===== src/hdl/fa_pkg.sv =====
`default_nettype none

package fa_pkg;

    localparam int DIM_BITS   = 11;
    localparam int POS_BITS   = 10;
    localparam int IDX_BITS   = 20;
    localparam int SUM_BITS   = 32;
    localparam int ALPHA_BITS = 17;
    localparam int QUEUE_DEPTH = 4;

    localparam logic [DIM_BITS-1:0]   DIM_MIN   = 11'd1;
    localparam logic [DIM_BITS-1:0]   DIM_MAX   = 11'd1024;
    localparam logic [ALPHA_BITS-1:0] ALPHA_ONE = 17'h10000;

    // Register map, index = paddr[4:2]
    localparam logic [2:0] REG_WIDTH   = 3'd0;
    localparam logic [2:0] REG_HEIGHT  = 3'd1;
    localparam logic [2:0] REG_ENABLE  = 3'd2;
    localparam logic [2:0] REG_LOWPASS = 3'd3;
    localparam logic [2:0] REG_ALPHA   = 3'd4;

    localparam logic [DIM_BITS-1:0]   RESET_WIDTH  = 11'd640;
    localparam logic [DIM_BITS-1:0]   RESET_HEIGHT = 11'd480;

    typedef enum logic [1:0] {
        OP_PASS,
        OP_COPY,
        OP_BLEND,
        OP_AVERAGE
    } fa_op_t;

    typedef enum logic [2:0] {
        ST_IDLE,
        ST_CALC,
        ST_BLEND,
        ST_DIVIDE,
        ST_FINISH
    } fa_state_t;

    typedef struct packed {
        logic [DIM_BITS-1:0]   frame_width;
        logic [DIM_BITS-1:0]   frame_height;
        logic                  accumulate_enable;
        logic                  lowpass_mode;
        logic [ALPHA_BITS-1:0] blend_alpha;
    } fa_cfg_t;

    typedef struct packed {
        fa_op_t                op;
        logic                  adding;
        logic                  last;
        logic [POS_BITS-1:0]   col;
        logic [POS_BITS-1:0]   row;
        logic [IDX_BITS-1:0]   idx;
    } fa_ctl_t;

    function automatic logic [DIM_BITS-1:0] clamp_dim(input logic [DIM_BITS-1:0] v);
        logic [DIM_BITS-1:0] r;
        r = v;
        if (v == '0) begin
            r = DIM_MIN;
        end else if (v > DIM_MAX) begin
            r = DIM_MAX;
        end
        return r;
    endfunction

endpackage

`default_nettype wire


===== src/hdl/fa_front.sv =====
`default_nettype none

module fa_front #(
    parameter int MAX_PIXELS  = 1048576,
    parameter int SAMPLE_BITS = 16,
    parameter int COUNT_BITS  = 16
) (
    input  wire logic                          aclk,
    input  wire logic                          aresetn,
    input  wire fa_pkg::fa_cfg_t               cfg,
    input  wire logic                          restart,
    input  wire logic                          s_valid,
    output logic                               s_ready,
    input  wire logic [SAMPLE_BITS-1:0]        s_sample,
    input  wire logic                          q_ready,
    output logic                               q_push,
    output fa_pkg::fa_ctl_t                    q_ctl,
    output logic [SAMPLE_BITS-1:0]             q_sample,
    output logic [COUNT_BITS-1:0]              q_count,
    output logic [fa_pkg::ALPHA_BITS-1:0]      q_alpha
);

    import fa_pkg::*;

    logic [POS_BITS-1:0]   column_count_reg;
    logic [POS_BITS-1:0]   column_count_next;
    logic [POS_BITS-1:0]   row_count_reg;
    logic [POS_BITS-1:0]   row_count_next;
    logic [COUNT_BITS-1:0] frames_seen_reg;
    logic [COUNT_BITS-1:0] frames_seen_next;
    logic                  adding_reg;
    logic                  adding_next;

    logic [DIM_BITS-1:0]   w;
    logic [DIM_BITS-1:0]   h;
    logic [POS_BITS-1:0]   col;
    logic [POS_BITS-1:0]   row;
    logic [DIM_BITS-1:0]   col_inc;
    logic [DIM_BITS-1:0]   row_inc;
    logic [IDX_BITS:0]     idx_full;
    logic                  in_range;
    logic                  frame_start;
    logic                  accept;

    assign s_ready = q_ready;
    assign q_push  = s_valid;
    assign accept  = s_valid && q_ready;

    always_comb begin
        w = clamp_dim(cfg.frame_width);
        h = clamp_dim(cfg.frame_height);

        // Wrap counters left over from a larger geometry
        col = (DIM_BITS'(column_count_reg) >= w) ? '0 : column_count_reg;
        row = (DIM_BITS'(row_count_reg) >= h) ? '0 : row_count_reg;

        idx_full = (IDX_BITS+1)'(row) * (IDX_BITS+1)'(w) + (IDX_BITS+1)'(col);
        in_range = 32'(idx_full) < 32'(MAX_PIXELS);

        frame_start      = cfg.accumulate_enable && (col == '0) && (row == '0);
        frames_seen_next = frames_seen_reg;
        adding_next      = adding_reg;
        if (frame_start) begin
            if (frames_seen_reg == '0) begin
                frames_seen_next = COUNT_BITS'(1);
                adding_next      = 1'b1;
            end else if (frames_seen_reg != '1) begin
                frames_seen_next = frames_seen_reg + 1'b1;
                adding_next      = 1'b1;
            end else begin
                adding_next = 1'b0;
            end
        end

        if (!cfg.accumulate_enable || !in_range || frames_seen_next == '0) begin
            q_ctl.op = OP_PASS;
        end else if (frames_seen_next == COUNT_BITS'(1)) begin
            q_ctl.op = OP_COPY;
        end else if (cfg.lowpass_mode) begin
            q_ctl.op = OP_BLEND;
        end else begin
            q_ctl.op = OP_AVERAGE;
        end
        q_ctl.adding = adding_next;
        q_ctl.last   = (DIM_BITS'(col) == w - 1'b1) && (DIM_BITS'(row) == h - 1'b1);
        q_ctl.col    = col;
        q_ctl.row    = row;
        q_ctl.idx    = idx_full[IDX_BITS-1:0];

        col_inc = DIM_BITS'(col) + 1'b1;
        row_inc = DIM_BITS'(row) + 1'b1;
        if (col_inc >= w) begin
            column_count_next = '0;
            row_count_next    = (row_inc >= h) ? '0 : row_inc[POS_BITS-1:0];
        end else begin
            column_count_next = col_inc[POS_BITS-1:0];
            row_count_next    = row;
        end
    end

    assign q_sample = s_sample;
    assign q_count  = frames_seen_next;
    assign q_alpha  = (cfg.blend_alpha > ALPHA_ONE) ? ALPHA_ONE : cfg.blend_alpha;

    always_ff @(posedge aclk) begin
        if (!aresetn || restart) begin
            column_count_reg <= '0;
            row_count_reg    <= '0;
            frames_seen_reg  <= '0;
            adding_reg       <= 1'b0;
        end else if (accept) begin
            column_count_reg <= column_count_next;
            row_count_reg    <= row_count_next;
            frames_seen_reg  <= frames_seen_next;
            adding_reg       <= adding_next;
        end
    end

    a_last_wraps: assert property (@(posedge aclk) disable iff (!aresetn)
        (accept && q_ctl.last) |=> (column_count_reg == '0 && row_count_reg == '0))
        else $error("frame end did not wrap position");

endmodule

`default_nettype wire


===== config.mk =====
export PLATFORM = sky130hd
export DESIGN_NAME = fa_front
export DESIGN_NICKNAME = d
export VERILOG_FILES = /design/src/hdl/fa_pkg.sv /design/src/hdl/fa_front.sv
export SDC_FILE = /design/constraint.sdc
export NUM_CORES = 1
export LEC_CHECK = 0
export ABC_AREA = 1
export BUFFER_PORTS_ARGS = -buffer_cell sky130_fd_sc_hd__buf_4
export CAP_MARGIN = 10
export CORE_MARGIN = 1.5
export CORE_UTILIZATION = 40
export CTS_CLUSTER_DIAMETER = 80
export DETAILED_ROUTE_END_ITERATION = 10
export GPL_TIMING_DRIVEN = 0
export SKIP_CTS_REPAIR_TIMING = 1
export SLEW_MARGIN = 20
export SYNTH_ARGS = -nofsm -noshare
export SYNTH_HDL_FRONTEND = slang
export SYNTH_SLANG_ARGS = --single-unit

===== constraint.sdc =====
create_clock -name aclk -period 21.6 [get_ports aclk]
set_clock_uncertainty 0.15 [all_clocks]
set_input_delay 4.32 -clock aclk [delete_from_list [all_inputs] [get_ports aclk]]
set_output_delay 4.32 -clock aclk [all_outputs]
set_load 0.01 [all_outputs]

==> flow_summary.json <==
{
  "yosys.area.top_type_share_pct": 18.3,
  "final_hold_viol_count": 0,
  "cp.arrival_ps": 12140,
  "synthCells": 1311,
  "fin_crit_sh_pct": 76.9,
  "pre_cts_ws_ps": 5030,
  "initial_core_util_pct": 41.2,
  "synth.most_common_cell": "nand2_1",
  "dieArea_um2": 22800,
  "fin_crit_ps": 16610,
  "ys.flop_type": "dfxtp_1",
  "clockBufferDepth": 2,
  "largest_reg_flops": 16,
  "worst_setup_path_start_kind": "input port",
  "synth_area_um2": 8750,
  "die_y_um": 151,
  "dr.first_iter.drc_count": 565,
  "setup-tns-final_ps": 0,
  "track_usage_pct": 23.1,
  "layout-drive-gt1-share_pct": 14.1,
  "worst_slack_ps": 4990,
  "status": "completed",
  "drtPass1Iterations": 5,
  "num_rows": 53,
  "wl_per_cell_um": 14.9,
  "synth-edff-count": 0,
  "rsz0062_at_grt": "false",
  "grt_max_degree": 12,
  "multi_input_area_um2": 6760,
  "leakagePower_nw": 5.79,
  "first_global_vias": 8136,
  "routed_wl_um": 25800,
  "whs_path_depth": 2,
  "regArea_um2": 741,
  "tritoncts": "built",
  "slew_viol_final": 0,
  "cp_data_required_time_ps": 17130,
  "clk_pin_slew_ps": 60,
  "fin_nets": 1710,
  "powerDensity_nw_per_um2": 21.1,
  "cap_violations": 0,
  "max-slew-margin-rel_pct": 49.3,
  "yosys-top-cells-count": "nand2_1, inv_1, nor2_1, ha_1, fa_1",
  "hpwl_um": 21400,
  "gp_congestion": 0.939,
  "max_freq_mhz": 60.2,
  "htreeDepth": 2,
  "worstHoldPathType": "reg -> reg",
  "crit_slowest_cell": "fa_1",
  "yosysUniqueCellTypes": 50,
  "synth_top_area_cell": "fa_1",
  "cp_max_fo": 10,
  "ant_nets": 0,
  "die_w_um": 151,
  "via_per_inst": 5.04,
  "reg2reg_depth": 23,
  "cts_root_buffer": "clkbuf_16",
  "numCtsBuffers": 5,
  "async_reset_ff_share_pct": 0,
  "worst_pin_slew_ps": 755,
  "seq_area_frac_synth_pct": 8.46,
  "cts.sinks": 37,
  "syn-num-nets": 1563,
  "fill_cells": 2248,
  "vias": 8744,
  "boundaryPins": 157,
  "yosys_warnings": 0,
  "clk_latency_ps": 280,
  "core_um2": 21200,
  "areaGrowthSynthToFinish_pct": 17.5,
  "diodes": 0,
  "portBuffers": 140,
  "synthTopCellsByArea": "fa_1, ha_1, nand2_1, inv_1, dfxtp_1",
  "grt_pass1_wl_um": 41500,
  "worst-setup-path-type": "in -> out",
  "crit_top_cell": "nand2_1",
  "max-vdd-ir-drop_mv": 0.0273,
  "antenna_found_initial": 0,
  "drc": 0,
  "synth-seq-cells": 37,
  "slowest_delay_ps": 550,
  "final-setup-viol-count": 0,
  "grt.overflow.total": 0,
  "cp-end-kind": "output pin",
  "syn_avg_cell_area_um2": 6.68
}
metal layers:
layer	vias to the layer above	wire length, um	global-route usage, %
met1	4069	11900	33.8
met3	18	1780	3.04
met2	290	11800	37.0
met4	0	303	2.77
li1	4367	-	-
met5	-	0	0
area by class of cell:
cell class              count  share of cell area [%]
clock buffers               6                    1.25
multi-input cells         971                    65.7
plain buffers              44                    2.69
repair buffers            140                    10.2
inverters                 259                    9.48
well taps                 275                    3.35
flip-flops and latches     37                    7.20
clock inverters             2                  0.0973
worst paths after layout:
| path | start | end | slack, ps |
|---|---|---|---|
| hold reg to reg | row_count_reg[0] | row_count_reg[0] | 320 |
| setup / recovery | cfg[27] | q_ctl[42] | 4990 |
| hold / removal | row_count_reg[0] | row_count_reg[0] | 320 |
| setup reg to reg | row_count_reg[2] | row_count_reg[6] | 16370 |
critical path: cells and delay by family:
family	cells	cell delay, ps
fa+ha+maj	7	3270
simple gates	20	3160
buf+inv	9	1040
compound gates	2	330
layout by cell type (no fill, tap or decap), drive strengths merged, types with 4 or more instances in the layout:
master | synthesis | layout
fa | 80 | 80
nand3 | 64 | 64
o21bai | 5 | 5
clkinv | 5 | 7
xor2 | 37 | 37
nor2 | 156 | 156
inv | 254 | 254
o21ai | 52 | 52
a21boi | 4 | 4
a31oi | 4 | 4
nor3 | 18 | 18
ha | 110 | 110
clkbuf | 15 | 21
buf | 29 | 169
nand4 | 16 | 16
nand2 | 302 | 302
nor4 | 8 | 8
dfxtp | 37 | 37
a21oi | 74 | 74
xnor2 | 16 | 16
power by group:
group,switching (mW),total [mW],leakage (nW),internal (mW)
Clock,0.0280,0.0704,0.0706,0.0424
Combinational,0.0451,0.0756,5.42,0.0305
Sequential,0.00133,0.0707,0.299,0.0693
Total,0.0744,0.217,5.79,0.142
per-stage QoR:
step / instances / hold WS [ps] / power (mW) / util, % / area [um^2]
floorplan: 1311 / 295 / 0.117 / - / 8750
global placement: 1726 / 306 / 0.147 / 47.8 / 10100
global route: 1734 / 352 / 0.230 / 48.5 / 10300
finish: 1734 / 324 / 0.217 / 48.5 / 10300
detailed placement: 1726 / 315 / 0.147 / 47.8 / 10100
CTS: 1734 / 323 / 0.217 / 48.5 / 10300
logic make-up after synthesis:
| family | synth area share [%] |
|---|---|
| AOI/OAI and AO/OA | 9.54 |
| xor gates and xnor gates | 5.56 |
| adders and majority gates | 34.0 |
| buffers and inverters | 14.3 |
| DFF | 8.46 |
| and+or+nand+nor | 28.1 |
Note: power is estimated with default switching activity, not from simulation.
