<file path="src/hdl/fa_queue.sv">
`default_nettype none

module fa_queue #(
    parameter int WIDTH = 64,
    parameter int DEPTH = 4
) (
    input  wire logic             aclk,
    input  wire logic             aresetn,
    input  wire logic             push,
    output logic                  push_ready,
    input  wire logic [WIDTH-1:0] push_data,
    output logic                  pop_valid,
    input  wire logic             pop,
    output logic [WIDTH-1:0]      pop_data
);

    localparam int PTR_BITS = $clog2(DEPTH);
    localparam int CNT_BITS = $clog2(DEPTH + 1);

    logic [WIDTH-1:0]    entry_reg [DEPTH];
    logic [PTR_BITS-1:0] wr_ptr_reg;
    logic [PTR_BITS-1:0] rd_ptr_reg;
    logic [CNT_BITS-1:0] count_reg;

    logic do_push;
    logic do_pop;

    assign push_ready = count_reg != CNT_BITS'(DEPTH);
    assign pop_valid  = count_reg != '0;
    assign pop_data   = entry_reg[rd_ptr_reg];
    assign do_push    = push && push_ready;
    assign do_pop     = pop && pop_valid;

    always_ff @(posedge aclk) begin
        if (!aresetn) begin
            wr_ptr_reg <= '0;
            rd_ptr_reg <= '0;
            count_reg  <= '0;
        end else begin
            if (do_push) begin
                wr_ptr_reg <= wr_ptr_reg + 1'b1;
            end
            if (do_pop) begin
                rd_ptr_reg <= rd_ptr_reg + 1'b1;
            end
            if (do_push && !do_pop) begin
                count_reg <= count_reg + 1'b1;
            end else if (do_pop && !do_push) begin
                count_reg <= count_reg - 1'b1;
            end
        end
    end

    always_ff @(posedge aclk) begin
        if (do_push) begin
            entry_reg[wr_ptr_reg] <= push_data;
        end
    end

    a_count_bound: assert property (@(posedge aclk) disable iff (!aresetn)
        count_reg <= CNT_BITS'(DEPTH))
        else $error("queue overfilled");

endmodule

`default_nettype wire

</file>
<file path="config.mk">
export PLATFORM = sky130hd
export DESIGN_NAME = fa_queue
export DESIGN_NICKNAME = d
export VERILOG_FILES = /design/src/hdl/fa_queue.sv
export SDC_FILE = /design/constraint.sdc
export NUM_CORES = 1
export LEC_CHECK = 0
export BUFFER_PORTS_ARGS = -buffer_cell sky130_fd_sc_hd__buf_2
export CORE_UTILIZATION = 51
export CTS_BUF_LIST = sky130_fd_sc_hd__clkbuf_8 sky130_fd_sc_hd__clkbuf_16
export DETAILED_ROUTE_END_ITERATION = 8
export GPL_ROUTABILITY_DRIVEN = 1
export PLACE_DENSITY = 0.79
export SLEW_MARGIN = 20
export SYNTH_ARGS = -nofsm -noshare
export SYNTH_HDL_FRONTEND = slang
export SYNTH_SLANG_ARGS = --single-unit
</file>
<file path="constraint.sdc">
create_clock -name aclk -period 2.6 [get_ports aclk]
set_input_delay 0.13 -clock aclk [delete_from_list [all_inputs] [get_ports aclk]]
set_output_delay 0.13 -clock aclk [all_outputs]
set_load 0.02 [all_outputs]
</file>
==> results of run 1 <==
==> worst paths after layout <==
path         cells after the start  slack (ps)                         end                       start
max                              3         280                pop_data[50]                   flip-flop
min                              4          70                   flip-flop                         pop
max reg2reg                      8         420   count_reg[2]$_SDFFE_PN0P_   count_reg[0]$_SDFFE_PN0P_
min reg2reg                      2         500  wr_ptr_reg[1]$_SDFFE_PN0P_  wr_ptr_reg[1]$_SDFFE_PN0P_
==> kinds of logic (layout without fill, tap and decap cells) <==
logic type      Yosys count  count (layout)
xor+xnor                  4               4
buf+inv                  18             264
fa+ha+maj                 6               6
compound gates            5               5
mux                      67              67
simple gates             17              17
other cells               0               1
flops                   265             265
==> cell type report <==
class	instances	area (µm²)	area share
antenna	1	2.50	0.000203
clock buffer	31	731	0.0593
clock inverter	15	118	0.00954
inverter	3	11.3	0.000914
multi-input combinational	99	1750	0.142
sequential	265	7880	0.639
tap	234	293	0.0238
timing repair buffer	215	1540	0.125
==> worst reg2reg max path, cell delays in order, from the launching register on <==
cell	delay, ps
dfxtp_1	470
nor2_1	120
a21boi_2	210
ha_1	210
inv_1	60
fa_1	380
xor2_1	180
or3_1	310
a21boi_0	180
==> synth_stat cells (2+ instances only) <==
master / n / area [µm²]
mux4_1: 4 / 105
buf_2: 6 / 30.0
mux4_2: 60 / 1350
xnor2_1: 3 / 26.3
mux2i_1: 3 / 30.0
or3_1: 2 / 12.5
buf_12: 6 / 120
nand2_1: 5 / 18.8
and2_1: 8 / 50.1
inv_1: 3 / 11.3
ha_1: 5 / 62.6
edfxtp_1: 256 / 7690
dfxtp_1: 9 / 180
==> layer usage <==
| metal | share of wire | vias up | track usage |
|---|---|---|---|
| met5 | 0 | - | 0 |
| met4 | 0.021 | 0 | 0.0561 |
| met3 | 0.043 | 31 | 0.0366 |
| met2 | 0.52 | 125 | 0.324 |
| met1 | 0.42 | 2386 | 0.239 |
| li1 | - | 2089 | - |
==> cells in the final DEF, fill, tap and decap left out, types with 2 or more instances in the layout <==
| cell | count |
|---|---|
| edfxtp_1 | 256 |
| buf_2 | 133 |
| dlygate4sd3_1 | 65 |
| mux4_2 | 60 |
| clkbuf_16 | 27 |
| buf_4 | 9 |
| buf_12 | 8 |
| inv_1 | 7 |
| clkinv_2 | 7 |
| dfxtp_1 | 7 |
| nand2_1 | 5 |
| ha_1 | 5 |
| and2_4 | 4 |
| mux4_1 | 4 |
| and2_1 | 4 |
| clkbuf_8 | 4 |
| xnor2_1 | 3 |
| mux2i_1 | 3 |
| or3_1 | 2 |
| dfxtp_4 | 2 |
| bufinv_16 | 2 |
| clkinv_1 | 2 |
==> per-stage QoR <==
| step | std cells | hold slack (ps) | area [µm²] | utilization | power, mW |
|---|---|---|---|---|---|
| CTS | 862 | 48.4 | 12300 | 0.657 | 12.2 |
| finish | 863 | 65.4 | 12300 | 0.657 | 12.1 |
| global route | 862 | 87.0 | 12300 | 0.657 | 12.6 |
| floorplan | 382 | 229 | 9790 | - | 7.64 |
| global placement | 751 | 338 | 10800 | 0.577 | 8.42 |
| detailed placement | 751 | 345 | 10800 | 0.577 | 8.51 |
==> power by group <==
group / internal, mW / total, mW / switching (mW)
registers: 5.19 / 5.45 / 0.261
logic: 1.39 / 3.00 / 1.61
clock network: 2.18 / 3.64 / 1.46
total: 8.76 / 12.1 / 3.33
==> results.md, run 1 <==
* Run status: complete, no violations
* Worst path bufs/invs at 2
* Setup Buffers After CTS at 0
* Worst clock skew at 9.24 ps
* Routed len/inst at 20.6 µm
* Synth Net Count at 456
* CP required at 2470 ps
* Min cycle time layout at 2320 ps
* Post-DP HPWL at 10,500 µm
* Clock buffer depth at 3
* Final worst slack at 277 ps
* Post-Synth Simple-Gate Area at 0.00933
* Die area at 19,800 µm²
* Worst-path cell chain: buf_12, mux4_1, buf_2
* Initial DRT Pass Iterations at 6
* Fill cells at 1,234
* Routed Antenna Nets at 0
* Nets at 684
* GP Congestion at 0.726
* Vias in the first global route at 5,011
* Global-route wire length before repair at 27,600 µm
* Sink Count at 265
* Worst-Margin Slew at 596 ps
* Worst skew pair latency at 520 ps
* #FFs+latches synth at 265
* Initial core utilization at 0.522
* Slew headroom at 0.603
* Largest family of logic cells by synthesized area: multiplexers
* Pwr/cell area at 981 nW/µm²
* Pre-CTS setup slack at 442 ps
* Mapped Cells at 382
* GRT Total Usage at 0.186
* Initial drt markers at 226
* I/O Pins at 134
* CP Launch Type: flip-flop
* CORE AREA at 18,800 µm²
* Largest register FFs at 256
* RSZ-0062 raised after global routing: false
* Setup TNS at 0 ps
* Layout area overhead at 25.9%
* Port Buffers at 133
* Worst hold path class: in -> reg
* Critical-path top delay cell: dfxtp_4
* Total grt overflow at 0
* Synth cell types at 25
* Number of enable flip-flop cells after synthesis at 256
* Largest net degree at the start of global routing at 38
* Htree depth at 1
* Hold-fix buffers, CTS at 65
* CTS tree: done
* Die W at 141 µm
* DRC viols at 0
* Final period util at 0.893
* Reg clk slew, reported paths at 60 ps
* CP top delay family: flip-flops
* Worst-path maximum fanout at 21
* Root Driver: clkbuf_16
* Drt total wl at 17,800 µm
* XOR/XNOR Fraction of Synth Area at 0.00358
* Synthesis Warnings at 0
* Fmax at 431 MHz
* Die Y at 141 µm
* Setup Viol. Count Final at 0
* Number of core rows at 50
* Max incr delay on CP at 630 ps
* Synth Area in Adders at 0.00844
* Data arrival time of the worst path at 2190 ps
* Final Hold Viols at 0
* Inserted Clock Buffers at 26
* Post-synth ARST share at 0
* Post-synthesis mux area share at 0.152
* Leak at 4.26 nW
* Prevailing post-synth register cell: edfxtp_1
* Critical path type: reg -> out
* Vias at 4,631
* Share of cells above drive strength 1 at 0.411
* DR vias/cell at 5.37
* Mapped Area at 9790 µm²
* Type of destination of the critical path: primary output
* Initial antenna violation count at 1
* Peak supply drop at 0.691 mV
* Post-synthesis sequential area ratio at 0.804
* Avg Cell Area, Syn at 25.6 µm²
* Pins Over Slew Limit at 0
* Max-cap viol count at 0
* Compound-cell area share of the yosys netlist at 0.00460
* PostCTS Resize Cnt at 0
Note: power is estimated with default switching activity, not from simulation.
==> inputs of run 2 (changes only) <==
--- a/config.mk
+++ b/config.mk
@@ -6,7 +6,9 @@
 export NUM_CORES = 1
 export LEC_CHECK = 0
 export BUFFER_PORTS_ARGS = -buffer_cell sky130_fd_sc_hd__buf_2
-export CORE_UTILIZATION = 51
+export CELL_PAD_IN_SITES_DETAIL_PLACEMENT = 0
+export CELL_PAD_IN_SITES_GLOBAL_PLACEMENT = 1
+export CORE_UTILIZATION = 45
 export CTS_BUF_LIST = sky130_fd_sc_hd__clkbuf_8 sky130_fd_sc_hd__clkbuf_16
 export DETAILED_ROUTE_END_ITERATION = 8
 export GPL_ROUTABILITY_DRIVEN = 1
@@ -15,3 +17,4 @@
 export SYNTH_ARGS = -nofsm -noshare
 export SYNTH_HDL_FRONTEND = slang
 export SYNTH_SLANG_ARGS = --single-unit
+export TNS_END_PERCENT = 50
==> run 2 against run 1 <==
Compared with the run above:
- clock power is essentially flat
- clock-buffer cell count shrank 4
- total power is essentially flat
- largest cell class unchanged
- highest routed layer unchanged
- hold slack better by 22 ps
- final cell count rose by 4.8%
- critical path depth stayed put
- fmax fell by 2.1%
- via count fell by 1.3%
- sequential power about the same
- clock skew is 3.2 ps higher
- flip-flop and latch count unchanged
- combinational power about the same
==> results.md, run 2 (synthesis results as in run 1) <==
* CP Launch Type: flip-flop
* Routed len/inst at 19.1 µm
* Reg clk slew, reported paths at 60 ps
* CP required at 2470 ps
* Setup Viol. Count Final at 0
* Die W at 149 µm
* Pins Over Slew Limit at 0
* Pwr/cell area at 977 nW/µm²
* Fill cells at 1,518
* GP Congestion at 0.689
* Reg2Reg Depth at 8
* Vias at 4,573
* Slew headroom at 0.663
* Leak at 4.25 nW
* DR vias/cell at 5.06
* Global-route wire length before repair at 26,900 µm
* Type of destination of the critical path: primary output
* Hold Crit Depth at 4
* Data arrival time of the worst path at 2240 ps
* Drt total wl at 17,200 µm
* Root Driver: clkbuf_16
* Worst-Margin Slew at 506 ps
* Critical-path top delay cell: dfxtp_4
* Nets at 682
* Initial core utilization at 0.463
* Met3 Use GR at 0.0363
* Initial drt markers at 226
* Peak supply drop at 0.582 mV
* Max-cap viol count at 0
* I/O Pins at 134
* Flop2flop setup slack at 500 ps
* Worst-path cell chain: buf_12, mux4_1, buf_2
* Setup TNS at 0 ps
* Global-route track usage on met1 at 0.215
* Worst Hold Slack at 87.8 ps
* Clock buffer depth at 3
* Largest net degree at the start of global routing at 38
* Port Buffers at 133
* Met2 Use GR at 0.261
* Worst hold path class: in -> reg
* Critical path type: reg -> out
* RR Startpoint: count_reg[0]$_SDFFE_PN0P_
* Run status: complete, no violations
* Layout area overhead at 26.4%
* Number of core rows at 53
* Min cycle time layout at 2370 ps
* RSZ-0062 raised after global routing: false
* Inserted Clock Buffers at 26
* Fmax at 421 MHz
* Worst skew pair latency at 520 ps
* Die area at 22,300 µm²
* Share of cells above drive strength 1 at 0.408
* Post-DP HPWL at 10,700 µm
* Pre-CTS setup slack at 496 ps
* Most frequent cells in the layout: edfxtp_1, buf_2, dlygate4sd3_1, mux4_2, clkbuf_16
* Area occupied by multi-input gates at 1750 µm²
* Reg2Reg Capture Point: count_reg[2]$_SDFFE_PN0P_
* CORE AREA at 21,200 µm²
* Worst path bufs/invs at 2
* Final cell count without fillers at 904
* DRC viols at 0
* Sink Count at 265
* CTS tree: done
* Max incr delay on CP at 660 ps
* Final Hold Viols at 0
* Initial antenna violation count at 2
* Placed Cells at 790
* Largest register FFs at 256
* GRT Total Usage at 0.159
* Vias in the first global route at 4,914
* Register area at 7880 µm²
* Min-Delay Startpoint: pop
* Routed Antenna Nets at 0
* Final worst slack at 227 ps
* Most common cell after layout, fill and taps aside: edfxtp_1
* GRT busiest layer: met2
* Total grt overflow at 0
* Worst-path maximum fanout at 24
* CP top delay family: flip-flops
* Die Y at 149 µm
* PostCTS Resize Cnt at 0
* Final period util at 0.913
* Initial DRT Pass Iterations at 4
* Worst clock skew at 12.5 ps
* Htree depth at 1
run 2: worst max-delay path by stage:
stage	from	endpoint	cells after the start	slack (ps)
after floorplan	count_reg[0]$_SDFFE_PN0P_	entry_reg[0][0]$_DFFE_PP_	3	-180
final	flip-flop	pop_data[61]	3	230
after global routing	flip-flop	pop_data[61]	3	100
after detailed placement	count_reg[0]$_SDFFE_PN0P_	count_reg[2]$_SDFFE_PN0P_	8	500
after global placement	count_reg[1]$_SDFFE_PN0P_	count_reg[2]$_SDFFE_PN0P_	7	600
after CTS	flip-flop	pop_data[61]	3	160
run 2: metal layers:
metal / routed length [µm] / share of wire
met1: 7270 / 0.42
met2: 8510 / 0.49
met3: 1160 / 0.067
met4: 297 / 0.017
met5: 0 / 0
run 2: stage by stage:
step	util	power, mW	area (µm²)
final	0.585	12.1	12400
after global routing	0.585	12.6	12400
after CTS	0.585	12.3	12400
after detailed placement	0.514	8.52	10900
after global placement	0.514	8.45	10900
after floorplan	-	7.65	9790
run 2: area by class of cell:
type / count / share of cell area
timing repair buffer: 213 / 0.125
sequential: 265 / 0.636
antenna: 2 / 0.000404
clock inverter: 20 / 0.0140
clock buffer: 27 / 0.0546
multi-input combinational: 99 / 0.141
tap: 275 / 0.0278
inverter: 3 / 0.000910
run 2: report_power, final:
group | internal, mW | switching (mW) | leakage [nW]
clock network | 2.17 | 1.48 | 0.437
logic | 1.40 | 1.61 | 1.39
registers | 5.19 | 0.253 | 2.42
total | 8.76 | 3.34 | 4.25
run 2: tightest hold or removal path: cells and delay by family:
kind                   cells  cell delay [ps]
buffers and inverters      1              120
AO/OA/AOI/OAI              1               80
AND/OR/NAND/NOR            1              150
XOR/XNOR                   1               80
run 2: what timing repair did:
item	in CTS	in global routing
buffers inserted	0	0
endpoints found under the hold margin	265	0
hold buffers	65	0
